**src/hw/rtl/sha1_stream_hasher_unit_assert.svh**
```systemverilog
// Assertion macros used by the SHA-1 hasher controller.
`ifndef SHA1_STREAM_HASHER_UNIT_ASSERT_SVH
`define SHA1_STREAM_HASHER_UNIT_ASSERT_SVH
`ifndef NO_ASSERTIONS
// Checked only while the block is out of reset.
`define SHU_ASSERT(lbl, prop) \
    lbl: assert property (@(posedge aclk) disable iff (!aresetn) prop) \
        else $error("assertion failed");
// Checked at every edge, reset included.
`define SHU_ASSERT_ANY(lbl, prop) \
    lbl: assert property (@(posedge aclk) prop) \
        else $error("assertion failed");
`else
`define SHU_ASSERT(lbl, prop)
`define SHU_ASSERT_ANY(lbl, prop)
`endif
`endif

```
**src/hw/rtl/sha1sh_pkg.sv**
```systemverilog
// Types, constants and round helpers shared by the SHA-1 hasher modules.
package sha1sh_pkg;

    typedef logic [31:0] word_t;

    localparam logic [7:0] PAD_MARK     = 8'h80;
    localparam logic [5:0] FILL_LAST    = 6'd63;
    localparam logic [5:0] FILL_PAD_END = 6'd55;
    localparam logic [6:0] ROUND_LAST   = 7'd79;
    localparam logic [2:0] OUT_LAST     = 3'd4;

    localparam word_t INIT_H [5] = '{
        32'h67452301, 32'hEFCDAB89, 32'h98BADCFE, 32'h10325476, 32'hC3D2E1F0
    };

    typedef enum logic [1:0] {
        BSEL_MSG,
        BSEL_MARK,
        BSEL_ZERO,
        BSEL_LEN
    } byte_sel_t;

    typedef struct packed {
        logic      shift_byte;
        byte_sel_t byte_sel;
        logic      count_bits;
        logic      load_work;
        logic      round_step;
        logic      chain_add;
        logic      out_shift;
        logic      restart;
    } hash_cmd_t;

    typedef struct packed {
        logic [5:0] fill;
        logic       round_last;
    } hash_sts_t;

    function automatic word_t round_k(input logic [6:0] rnd);
        word_t k;
        priority if (rnd < 7'd20) begin
            k = 32'h5A827999;
        end else if (rnd < 7'd40) begin
            k = 32'h6ED9EBA1;
        end else if (rnd < 7'd60) begin
            k = 32'h8F1BBCDC;
        end else begin
            k = 32'hCA62C1D6;
        end
        return k;
    endfunction

    function automatic word_t round_f(input logic [6:0] rnd, input word_t b,
                                      input word_t c, input word_t d);
        word_t f;
        priority if (rnd < 7'd20) begin
            f = (b & c) | (~b & d);
        end else if (rnd < 7'd40) begin
            f = b ^ c ^ d;
        end else if (rnd < 7'd60) begin
            f = (b & c) | (b & d) | (c & d);
        end else begin
            f = b ^ c ^ d;
        end
        return f;
    endfunction

endpackage

```
**src/hw/rtl/sha1sh_datapath.sv**
```systemverilog
// SHA-1 datapath: block window, message schedule, round unit, chain and length.
module sha1sh_datapath import sha1sh_pkg::*; (
    input  logic       aclk,
    input  logic       aresetn,
    input  hash_cmd_t  cmd,
    input  logic [7:0] in_byte,
    output hash_sts_t  sts,
    output word_t      digest_word
);

    word_t        chain_reg [5];
    logic [5:0]   fill_reg;
    logic [63:0]  bits_reg;
    logic [6:0]   rnd_reg;
    logic [511:0] blk_reg;
    word_t        a_reg, b_reg, c_reg, d_reg, e_reg;

    logic [63:0]  len_shift;
    logic [7:0]   new_byte;
    word_t        w0, sched, new_w, t_sum;

    always_comb begin
        // Length bytes go out most significant first while fill runs 56..63.
        len_shift = bits_reg >> {~fill_reg[2:0], 3'b000};
        unique case (cmd.byte_sel)
            BSEL_MSG:  new_byte = in_byte;
            BSEL_MARK: new_byte = PAD_MARK;
            BSEL_ZERO: new_byte = 8'h00;
            BSEL_LEN:  new_byte = len_shift[7:0];
            default:   new_byte = 8'h00;
        endcase
        // The window top word is w[r]; taps sit 2, 8 and 13 words below it.
        w0    = blk_reg[511 -: 32];
        sched = blk_reg[511 - 32*13 -: 32] ^ blk_reg[511 - 32*8 -: 32]
              ^ blk_reg[511 - 32*2 -: 32] ^ w0;
        new_w = {sched[30:0], sched[31]};
        t_sum = {a_reg[26:0], a_reg[31:27]} + round_f(rnd_reg, b_reg, c_reg, d_reg)
              + e_reg + w0 + round_k(rnd_reg);
    end

    always_ff @(posedge aclk) begin
        if (!aresetn) begin
            for (int k = 0; k < 5; k++) begin
                chain_reg[k] <= INIT_H[k];
            end
            fill_reg <= '0;
            bits_reg <= '0;
            rnd_reg  <= '0;
        end else begin
            if (cmd.shift_byte) begin
                fill_reg <= fill_reg + 6'd1;
            end
            if (cmd.restart) begin
                bits_reg <= '0;
            end else if (cmd.count_bits) begin
                bits_reg <= bits_reg + 64'd8;
            end
            if (cmd.load_work) begin
                rnd_reg <= '0;
            end else if (cmd.round_step) begin
                rnd_reg <= rnd_reg + 7'd1;
            end
            if (cmd.restart) begin
                for (int k = 0; k < 5; k++) begin
                    chain_reg[k] <= INIT_H[k];
                end
            end else if (cmd.chain_add) begin
                chain_reg[0] <= chain_reg[0] + a_reg;
                chain_reg[1] <= chain_reg[1] + b_reg;
                chain_reg[2] <= chain_reg[2] + c_reg;
                chain_reg[3] <= chain_reg[3] + d_reg;
                chain_reg[4] <= chain_reg[4] + e_reg;
            end else if (cmd.out_shift) begin
                for (int k = 0; k < 4; k++) begin
                    chain_reg[k] <= chain_reg[k + 1];
                end
            end
        end
    end

    always_ff @(posedge aclk) begin
        if (cmd.shift_byte) begin
            blk_reg <= {blk_reg[503:0], new_byte};
        end else if (cmd.round_step) begin
            blk_reg <= {blk_reg[479:0], new_w};
        end
        if (cmd.load_work) begin
            a_reg <= chain_reg[0];
            b_reg <= chain_reg[1];
            c_reg <= chain_reg[2];
            d_reg <= chain_reg[3];
            e_reg <= chain_reg[4];
        end else if (cmd.round_step) begin
            a_reg <= t_sum;
            b_reg <= a_reg;
            c_reg <= {b_reg[1:0], b_reg[31:2]};
            d_reg <= c_reg;
            e_reg <= d_reg;
        end
    end

    assign sts.fill       = fill_reg;
    assign sts.round_last = (rnd_reg == ROUND_LAST);
    assign digest_word    = chain_reg[0];

endmodule

```
**src/hw/rtl/sha1sh_ctrl.sv**
```systemverilog
// SHA-1 controller: byte intake, padding sequence, compression and digest output.
`include "sha1_stream_hasher_unit_assert.svh"
module sha1sh_ctrl import sha1sh_pkg::*; (
    input  logic      aclk,
    input  logic      aresetn,
    input  logic      s_tvalid,
    output logic      s_tready,
    input  logic      byte_valid,
    input  logic      end_msg,
    output logic      m_tvalid,
    input  logic      m_tready,
    output logic      m_tlast,
    input  hash_sts_t sts,
    output hash_cmd_t cmd
);

    typedef enum logic [5:0] {
        ST_IDLE  = 6'b000001,
        ST_ROUND = 6'b000010,
        ST_ADD   = 6'b000100,
        ST_PAD   = 6'b001000,
        ST_LEN   = 6'b010000,
        ST_OUT   = 6'b100000
    } state_t;

    state_t     state_reg, state_next;
    logic       pend_reg, pend_next;
    logic       mark_reg, mark_next;
    logic       final_reg, final_next;
    logic [2:0] out_cnt_reg, out_cnt_next;

    always_comb begin
        state_next   = state_reg;
        pend_next    = pend_reg;
        mark_next    = mark_reg;
        final_next   = final_reg;
        out_cnt_next = out_cnt_reg;
        cmd          = '0;
        cmd.byte_sel = BSEL_MSG;
        s_tready     = 1'b0;
        m_tvalid     = 1'b0;
        m_tlast      = 1'b0;
        unique case (state_reg)
            ST_IDLE: begin
                s_tready = 1'b1;
                if (s_tvalid) begin
                    cmd.shift_byte = byte_valid;
                    cmd.count_bits = byte_valid;
                    if (byte_valid && sts.fill == FILL_LAST) begin
                        cmd.load_work = 1'b1;
                        pend_next     = end_msg;
                        mark_next     = 1'b0;
                        state_next    = ST_ROUND;
                    end else if (end_msg) begin
                        pend_next  = 1'b1;
                        mark_next  = 1'b0;
                        state_next = ST_PAD;
                    end
                end
            end
            ST_ROUND: begin
                cmd.round_step = 1'b1;
                if (sts.round_last) begin
                    state_next = ST_ADD;
                end
            end
            ST_ADD: begin
                cmd.chain_add = 1'b1;
                priority if (final_reg) begin
                    out_cnt_next = '0;
                    state_next   = ST_OUT;
                end else if (pend_reg) begin
                    state_next = ST_PAD;
                end else begin
                    state_next = ST_IDLE;
                end
            end
            ST_PAD: begin
                // The first padding byte is the end mark; zeros follow.
                cmd.shift_byte = 1'b1;
                cmd.byte_sel   = mark_reg ? BSEL_ZERO : BSEL_MARK;
                mark_next      = 1'b1;
                priority if (sts.fill == FILL_LAST) begin
                    cmd.load_work = 1'b1;
                    state_next    = ST_ROUND;
                end else if (sts.fill == FILL_PAD_END) begin
                    state_next = ST_LEN;
                end else begin
                    state_next = ST_PAD;
                end
            end
            ST_LEN: begin
                cmd.shift_byte = 1'b1;
                cmd.byte_sel   = BSEL_LEN;
                if (sts.fill == FILL_LAST) begin
                    cmd.load_work = 1'b1;
                    final_next    = 1'b1;
                    state_next    = ST_ROUND;
                end
            end
            ST_OUT: begin
                m_tvalid = 1'b1;
                m_tlast  = (out_cnt_reg == OUT_LAST);
                if (m_tready) begin
                    cmd.out_shift = 1'b1;
                    out_cnt_next  = out_cnt_reg + 3'd1;
                    if (out_cnt_reg == OUT_LAST) begin
                        cmd.restart = 1'b1;
                        pend_next   = 1'b0;
                        mark_next   = 1'b0;
                        final_next  = 1'b0;
                        state_next  = ST_IDLE;
                    end
                end
            end
            default: begin
                state_next = ST_IDLE;
            end
        endcase
    end

    always_ff @(posedge aclk) begin
        if (!aresetn) begin
            state_reg   <= ST_IDLE;
            pend_reg    <= 1'b0;
            mark_reg    <= 1'b0;
            final_reg   <= 1'b0;
            out_cnt_reg <= '0;
        end else begin
            state_reg   <= state_next;
            pend_reg    <= pend_next;
            mark_reg    <= mark_next;
            final_reg   <= final_next;
            out_cnt_reg <= out_cnt_next;
        end
    end

    `SHU_ASSERT_ANY(a_reset_idle, !aresetn |=> state_reg == ST_IDLE)
    `SHU_ASSERT(a_sides_apart, !(s_tready && m_tvalid))
    `SHU_ASSERT(a_round_to_add, (state_reg == ST_ROUND && sts.round_last) |=> state_reg == ST_ADD)
    `SHU_ASSERT(a_len_window, state_reg == ST_LEN |-> sts.fill[5:3] == 3'b111)
    `SHU_ASSERT(a_last_word_restart, (m_tvalid && m_tready && m_tlast) |=> (state_reg == ST_IDLE && sts.fill == 6'd0))

endmodule

```
**src/hw/rtl/sha1_stream_hasher_unit.sv**
```systemverilog
// SHA-1 stream hasher: one request per cycle at most, digest after end of message.
// A byte request is taken in the idle state; each full 64-byte block then runs 80 rounds
// on the single round unit plus one chaining add, and no request is taken meanwhile.
// End of message: padding to byte 56 (with a second block and its compression when the
// length does not fit behind the end mark), then 8 length bytes and the compression.
// Bytes are taken one per cycle only in the idle state; the digest goes out as 5 words.
// Reset: synchronous aresetn loads the initial chain value and clears length and fill.
module sha1_stream_hasher_unit import sha1sh_pkg::*; (
    input  logic        aclk,
    input  logic        aresetn,
    input  logic        s_tvalid,
    output logic        s_tready,
    input  logic [7:0]  s_tdata,   // [7:0] data_byte
    input  logic        s_tuser,   // [0] byte_valid
    input  logic        s_tlast,
    output logic        m_tvalid,
    input  logic        m_tready,
    output logic [31:0] m_tdata,   // [31:0] digest_word
    output logic        m_tlast
);

    hash_cmd_t cmd;
    hash_sts_t sts;

    sha1sh_ctrl u_ctrl (
        .aclk       (aclk),
        .aresetn    (aresetn),
        .s_tvalid   (s_tvalid),
        .s_tready   (s_tready),
        .byte_valid (s_tuser),
        .end_msg    (s_tlast),
        .m_tvalid   (m_tvalid),
        .m_tready   (m_tready),
        .m_tlast    (m_tlast),
        .sts        (sts),
        .cmd        (cmd)
    );

    sha1sh_datapath u_datapath (
        .aclk        (aclk),
        .aresetn     (aresetn),
        .cmd         (cmd),
        .in_byte     (s_tdata),
        .sts         (sts),
        .digest_word (m_tdata)
    );

endmodule

```
**config.mk**
```make
export PLATFORM = sky130hd
export DESIGN_NAME = sha1_stream_hasher_unit
export DESIGN_NICKNAME = d
export VERILOG_FILES = /design/src/hw/rtl/sha1sh_pkg.sv /design/src/hw/rtl/sha1sh_datapath.sv /design/src/hw/rtl/sha1sh_ctrl.sv /design/src/hw/rtl/sha1_stream_hasher_unit.sv
export VERILOG_INCLUDE_DIRS = /design/src /design/src/hw/rtl
export SDC_FILE = /design/constraint.sdc
export NUM_CORES = 2
export LEC_CHECK = 0
export ABC_CLOCK_PERIOD_IN_PS = 13300
export BUFFER_PORTS_ARGS = -buffer_cell sky130_fd_sc_hd__buf_2
export CORE_UTILIZATION = 58
export DETAILED_ROUTE_END_ITERATION = 10
export GPL_ROUTABILITY_DRIVEN = 0
export PLACE_DENSITY = 0.77
export SETUP_SLACK_MARGIN = 0.3
export SLEW_MARGIN = 40
export SYNTH_ARGS = -nofsm -noshare
export SYNTH_HDL_FRONTEND = slang
export SYNTH_SLANG_ARGS = --single-unit
```
**constraint.sdc**
```tcl
create_clock -name aclk -period 13.3 [get_ports aclk]
set_input_delay 0.665 -clock aclk [delete_from_list [all_inputs] [get_ports aclk]]
set_output_delay 0.665 -clock aclk [all_outputs]
set_load 0.01 [all_outputs]
```
# --- After elaboration in Yosys (flattened, before gate mapping) ---
# Memories as Yosys holds them, arrays and structs flattened.
# Index checks and enable logic that the tools add are counted.
op_classes:
  add_sub_neg: 13
  multipliers: 0
  div: 0
  n_lt_le_gt_ge: 3
  n_eq_ne: 20
  n_shift: 1
  mux: 90
  bitwise_logic: 29
  n_reduce_logical: 16
op_table:
  columns: ["operator", "count"]
  rows:
  - ["two-way mux 512 bit", 2]
  - ["two-way mux 32 bit", 29]
  - ["adder 32 bit", 9]
  - ["bitwise XOR 32 bit", 5]
  - ["bitwise AND 32 bit", 4]
  - ["OR 32 bit", 3]
  - ["adder 64 x 4 -> 64 bit (second input constant)", 1]
  - [">> shifter 64 x 6 -> 8 bit", 1]
  - ["two-way mux 6 bit", 8]
  - ["case mux 6 bit (6 select lines)", 1]
  - ["two-way mux 1 bit", 32]
  - ["inverter 32 bit", 1]
  - ["case mux 8 bit (4 select lines)", 1]
  - ["two-way mux 31 bit", 1]
  - ["== test 6 bit (second input constant)", 3]
  - ["< comparator 7 x 6 -> 1 bit (second input constant)", 2]
  - ["OR 1 bit", 14]
  - ["two-way mux 5 bit", 2]
  - ["AND reduction 5 bit", 2]
  - ["nonzero test 2 bit", 5]
  - ["two-way mux 2 bit", 4]
  - ["case mux 1 bit (2 select lines)", 4]
  - ["adder 7 x 1 -> 7 bit (second input constant)", 1]
  - ["== test 7 bit (second input constant)", 1]
  - ["28 further kinds", 36]
totals:
  regBits: 761
  latch_bits: 0
  mem_bits_rw: 160
  rom_bits: 0
  input_bits: 14
  memories: 1
memory_table:
  columns: ["memory", "depth", "word_bits", "read_ports", "rd_clocked_by_memory_dff", "wr", "line_no", "text"]
  rows:
  - ["u_datapath.chain_reg", 5, 32, 5, 0, 5, "sha1sh_datapath.sv:11", "word_t chain_reg [5];"]

# --- Logic depth before layout (Yosys ltp) ---
depth:
  ltp_word: 12
  mapped_depth: 27

# --- By module ---
# Synthesis repeated with hierarchy kept, for this count alone.
hier_totals:
  cells_unflattened: 4275
  area_unflattened_um2: 52541.6
modules_own_cells:
  columns: ["module", "n_inst", "cells_each", "area_per_inst_um2", "seq_area_each_um2"]
  rows:
  - ["sha1sh_datapath", 1, 4168, 51730.9, 26465.4]
  - ["sha1sh_ctrl", 1, 107, 810.8, 240.2]

# --- Least setup slack after synthesis ---
# OpenSTA, ideal clock, no wires.
synth_timing:
  kind: "input to register"
  startpoint: "input port s_tvalid"
  endpoint: "register u_datapath.blk_reg[0], enable pin"
  setup_time_ns: 3.627
  arrival_time_ns: 10.345
  required_time_ns: 9.673
  setup_slack_ns: -0.672
  path_stages: 6
  cell_sequence: "and3_1 > buf_6 > nor3_1 > clkbuf_1 > clkbuf_1 > nand2_1"
synth_via:
  elab_chain_cells: 3
synth_rtl:
  columns: ["element", "line_no", "text"]
  rows:
  - ["from (decl)", "sha1_stream_hasher_unit.sv:11", "input logic s_tvalid,"]
  - ["two-way mux 1 bit", "sha1sh_ctrl.sv:46", "if (s_tvalid) begin"]
  - ["case mux 1 bit (2 select lines)", "sha1sh_ctrl.sv:43", "unique case (state_reg)"]
  - ["nonzero test 2 bit (no source line)", null, null]
  - ["to (signal assigned)", "sha1sh_datapath.sv:83", "blk_reg <= {blk_reg[503:0], new_byte};"]
  - ["to (signal assigned)", "sha1sh_datapath.sv:85", "blk_reg <= {blk_reg[479:0], new_w};"]
  - ["to (decl)", "sha1sh_datapath.sv:15", "logic [511:0] blk_reg;"]
# No other way between the ends.
# A chain may end at the register's enable or synchronous reset.

# --- Worst setup path in the final report ---
layout_timing:
  startpoint: "register u_datapath.rnd_reg[4]"
  endpoint: "register u_datapath.a_reg[31] (data pin)"
layout_via:
  elab_chain_cells: 10
  word_cells_on_any_way: 15
layout_rtl:
  columns: ["element", "line_no", "text"]
  rows:
  - ["from (decl)", "sha1sh_datapath.sv:14", "logic [6:0] rnd_reg;"]
  - ["from (signal assigned)", "sha1sh_datapath.sv:61", "rnd_reg <= rnd_reg + 7'd1;"]
  - ["< comparator 7 x 6 -> 1 bit", "sha1sh_pkg.sv:45, sha1sh_pkg.sv:60", null]
  - ["two-way mux 32 bit", "sha1sh_pkg.sv:60", "end else if (rnd < 7'd60) begin"]
  - ["two-way mux 32 bit", "sha1sh_pkg.sv:58", "end else if (rnd < 7'd40) begin"]
  - ["two-way mux 32 bit", "sha1sh_pkg.sv:56", "priority if (rnd < 7'd20) begin"]
  - ["adder 32 bit", "sha1sh_datapath.sv:37", "t_sum = {a_reg[26:0], a_reg[31:27]} + round_f(rnd_reg, b_reg, c_reg, d_reg)"]
  - ["adder 32 bit (2 in a row)", "sha1sh_datapath.sv:38", "+ e_reg + w0 + round_k(rnd_reg);"]
  - ["adder 32 bit (*)", "sha1sh_datapath.sv:38", null]
  - ["two-way mux 32 bit (*)", "sha1sh_datapath.sv:93", "end else if (cmd.round_step) begin"]
  - ["two-way mux 32 bit (*)", "sha1sh_datapath.sv:87", "if (cmd.load_work) begin"]
  - ["to (signal assigned)", "sha1sh_datapath.sv:88", "a_reg <= chain_reg[0];"]
  - ["to (signal assigned)", "sha1sh_datapath.sv:94", "a_reg <= t_sum;"]
  - ["to (decl)", "sha1sh_datapath.sv:16", "word_t a_reg, b_reg, c_reg, d_reg, e_reg;"]
# Every way passes the cells marked *; elsewhere a longest branch is shown, timed or not. The select of a mux whose other input is x is not followed.

==> impl_metrics.yaml <==
pwr:
  p_per_area_nw_per_um2: 131.6
  leakage_nw: 23.07
  p_comb_share_pct: 14.6
  peakVddDrop_v: 0.0001159
  power_w: 0.007498
  power.share.clock_pct: 35.9
  p_int_w: 0.005455
  power.switching_w: 0.002043
  seq_power_share_pct: 49.5
  swShare_pct: 27.25
synth:
  async_reset_ff_share_pct: 0
  seq_area_frac_synth_pct: 50.73
  synth.net_count: 5835
  synth_cell_types: 86
  yosys_warnings: 0
  netlist_area_um2: 52650
  avgSynthCellArea_um2: 9.621
  ys_seq_elements: 918
  synth_flop_cell: "edfxtp_1"
  synth_cells: 5472
  synth_edf_count: 832
cts:
  cts-root-buf: "clkbuf_16"
  cts_tree: "done"
  insertion_delay_ns: 0.69
  hold_buffers: 0
  cts_resized: 0
  htreeDepth: 3
  post_cts_buffers: 0
  clkSinkCount: 918
  cts-buffers-inserted: 96
  ctsLongestPathBuffers: 3
  cts.clk_slew.worst_paths_ns: 0.06
detailed_routing:
  vias_per_cell: 5.926
  routed_wirelength_mm: 132.5
  antenna_left: 0
  drt_iter0_drc: 4457
  vias: 39506
  drc: 0
  routedWlPerCell_um: 19.88
  drt_first_pass_iters: 6
timing:
  post-route-period-util_pct: 53.16
  fin_crit_ns: 7.070
  tightest_slew_ns: 0.8935
  finalSetupTns_ns: 0
  worst_slack_ns: 6.230
  slew_violations: 0
  report.final.setup_viol: 0
  final_hold_viol_count: 0
  finalClockSkew_ns: 0.02994
  grt_setup_unrepaired: "false"
  fmax_ghz: 0.1414
  slew_headroom_pct: 40.17
global_route:
  first_global_vias: 37526
  grt_antenna_before_repair: 2
  grt_pass1_wl_mm: 208.1
  grt_overflow: 0
  grt_usage_pct: 29.00
  grt_max_degree: 142
die:
  die_x_um: 303.3
  fp.dieH_um: 303.3
  fp.coreArea_um2: 90010
  rows: 110
  ioPinCount: 49
  start_util_pct: 58.49
  dieArea_um2: 91980
setup_path:
  arrival_ns: 7.48
  crit_path_max_fanout: 21
  worst_setup_path_end_kind: "register"
  path_class: "register to register"
  critPathRequiredTime_ns: 13.71
  critPathLaunchType: "register"
layout:
  nets: 5777
  drive_gt1_share_pct: 5.372
  areaGrowthSynthToFinish_pct: 8.249
  nFillCells: 7181
  antenna_cells: 0
  largest_register_ffs: 512
run:
  cap_violations: 0
placed_design:
  pre_cts_ws_ns: 6.289
  io_buffer_count: 48
  post-dp-hpwl_mm: 90.96
hold_path:
  hold_class: "primary input to register"
outcome:
  status: "finished clean"
[cells in the mapped netlist (16+ instances only)]
| library cell | count | area, um^2 |
|---|---|---|
| a21oi_1 | 256 | 1281 |
| buf_4 | 32 | 240.2 |
| nor2b_1 | 47 | 294.0 |
| o21a_1 | 16 | 120.1 |
| xor2_1 | 122 | 1069 |
| buf_2 | 20 | 100.1 |
| edfxtp_1 | 832 | 24980 |
| inv_1 | 200 | 750.7 |
| a21o_1 | 63 | 473.0 |
| or3_1 | 30 | 187.7 |
| nand3_1 | 49 | 245.2 |
| and3_1 | 30 | 187.7 |
| fa_1 | 124 | 2482 |
| nand4_1 | 32 | 200.2 |
| nor3_1 | 28 | 140.1 |
| o211ai_1 | 16 | 120.1 |
| ha_1 | 225 | 2815 |
| nand2b_1 | 34 | 212.7 |
| nor2_1 | 301 | 1130 |
| dfxtp_1 | 86 | 1722 |
| o21ai_0 | 219 | 1096 |
| a31oi_1 | 25 | 156.4 |
| nand2_1 | 2018 | 7575 |
| clkbuf_1 | 180 | 675.7 |
| o21bai_1 | 27 | 202.7 |
| o32ai_1 | 24 | 210.2 |
| xnor2_1 | 196 | 1717 |
[layout by cell type, fill, tap and decap left out, types with 30 or more instances in the layout]
master,n
or3_1,30
nand2_1,2012
and3_1,30
fa_1,124
inv_1,200
clkbuf_16,98
dfxtp_1,86
buf_2,50
xnor2_1,196
edfxtp_1,832
o21ai_0,218
ha_1,225
a21o_1,63
nand3_1,49
a21oi_1,256
nor2_1,296
nand2b_1,33
nand4_1,32
nor2b_1,47
xor2_1,122
[final timing paths]
kind                                              start  slack (ns)  depth (start not counted)                       to
worst max register to register    u_datapath.rnd_reg[4]        6.23                         24     u_datapath.a_reg[31]
worst min register to register  u_datapath.bits_reg[63]        0.50                          2  u_datapath.bits_reg[63]
worst max-delay path              u_datapath.rnd_reg[4]        6.23                         24     u_datapath.a_reg[31]
worst min-delay path                            aresetn        0.32                          2      u_ctrl.state_reg[0]
[metal layers]
| layer | wire length, um | global-route usage (%) | up-vias |
|---|---|---|---|
| li1 | - | - | 18518 |
| met1 | 55300 | 40.28 | 19021 |
| met2 | 61170 | 45.88 | 1669 |
| met3 | 10500 | 4.276 | 296 |
| met4 | 5518 | 11.87 | 2 |
| met5 | 13 | 0 | - |
[critical path, cell delays in order (launching register included)]
cell and delay (ns):
dfxtp_1 0.37, a41oi_1 0.54, inv_1 0.34, nor2_2 0.57
buf_4 0.41, nor2_1 0.07, nor2_1 0.14, fa_1 0.43
inv_1 0.08, fa_1 0.42, fa_1 0.49, inv_1 0.04
ha_1 0.20, inv_1 0.09, fa_1 0.22, nor2b_1 0.07
o31a_1 0.27, o41a_1 0.35, o21ba_2 0.25, a221o_1 0.32
a21oi_1 0.32, o21ai_0 0.15, a221oi_1 0.35, xnor2_1 0.17
a21oi_1 0.09
[cell type report]
type,instances,area (um^2),area share [%]
Clock buffer,123,2546,4.468
Clock inverter,52,529.3,0.9287
Inverter,200,750.7,1.317
Multi-Input combinational cell,4111,24280,42.60
Sequential cell,918,26710,46.86
Tap cell,1176,1471,2.582
Timing Repair Buffer,87,709.4,1.245
[stage by stage]
stage	utilization [%]	std cells	hold WS, ns	area [um^2]
finish	63.31	6667	0.3237	56990
global route	63.31	6667	0.3144	56990
CTS	63.29	6667	0.2840	56970
detailed placement	59.87	6492	0.4893	53890
global placement	59.60	6485	0.4717	53650
floorplan	-	5472	0.4552	52650
[cells by family after synthesis]
group           synth area share, %
fa+ha+maj                     10.06
buf+inv                       3.463
mux                          0.8770
xor+xnor                      5.290
simple gates                  20.33
flops                         50.73
compound gates                9.245
[power groups by stage]
stage               registers [W]  clock network [W]  logic (W)
floorplan                 0.00378                  0   0.000822
global placement          0.00376                  0    0.00103
detailed placement        0.00377                  0    0.00109
CTS                       0.00371            0.00272    0.00110
global route              0.00374            0.00283    0.00123
finish                    0.00371            0.00269    0.00109
No activity file was read; power rests on OpenSTA's default activity.
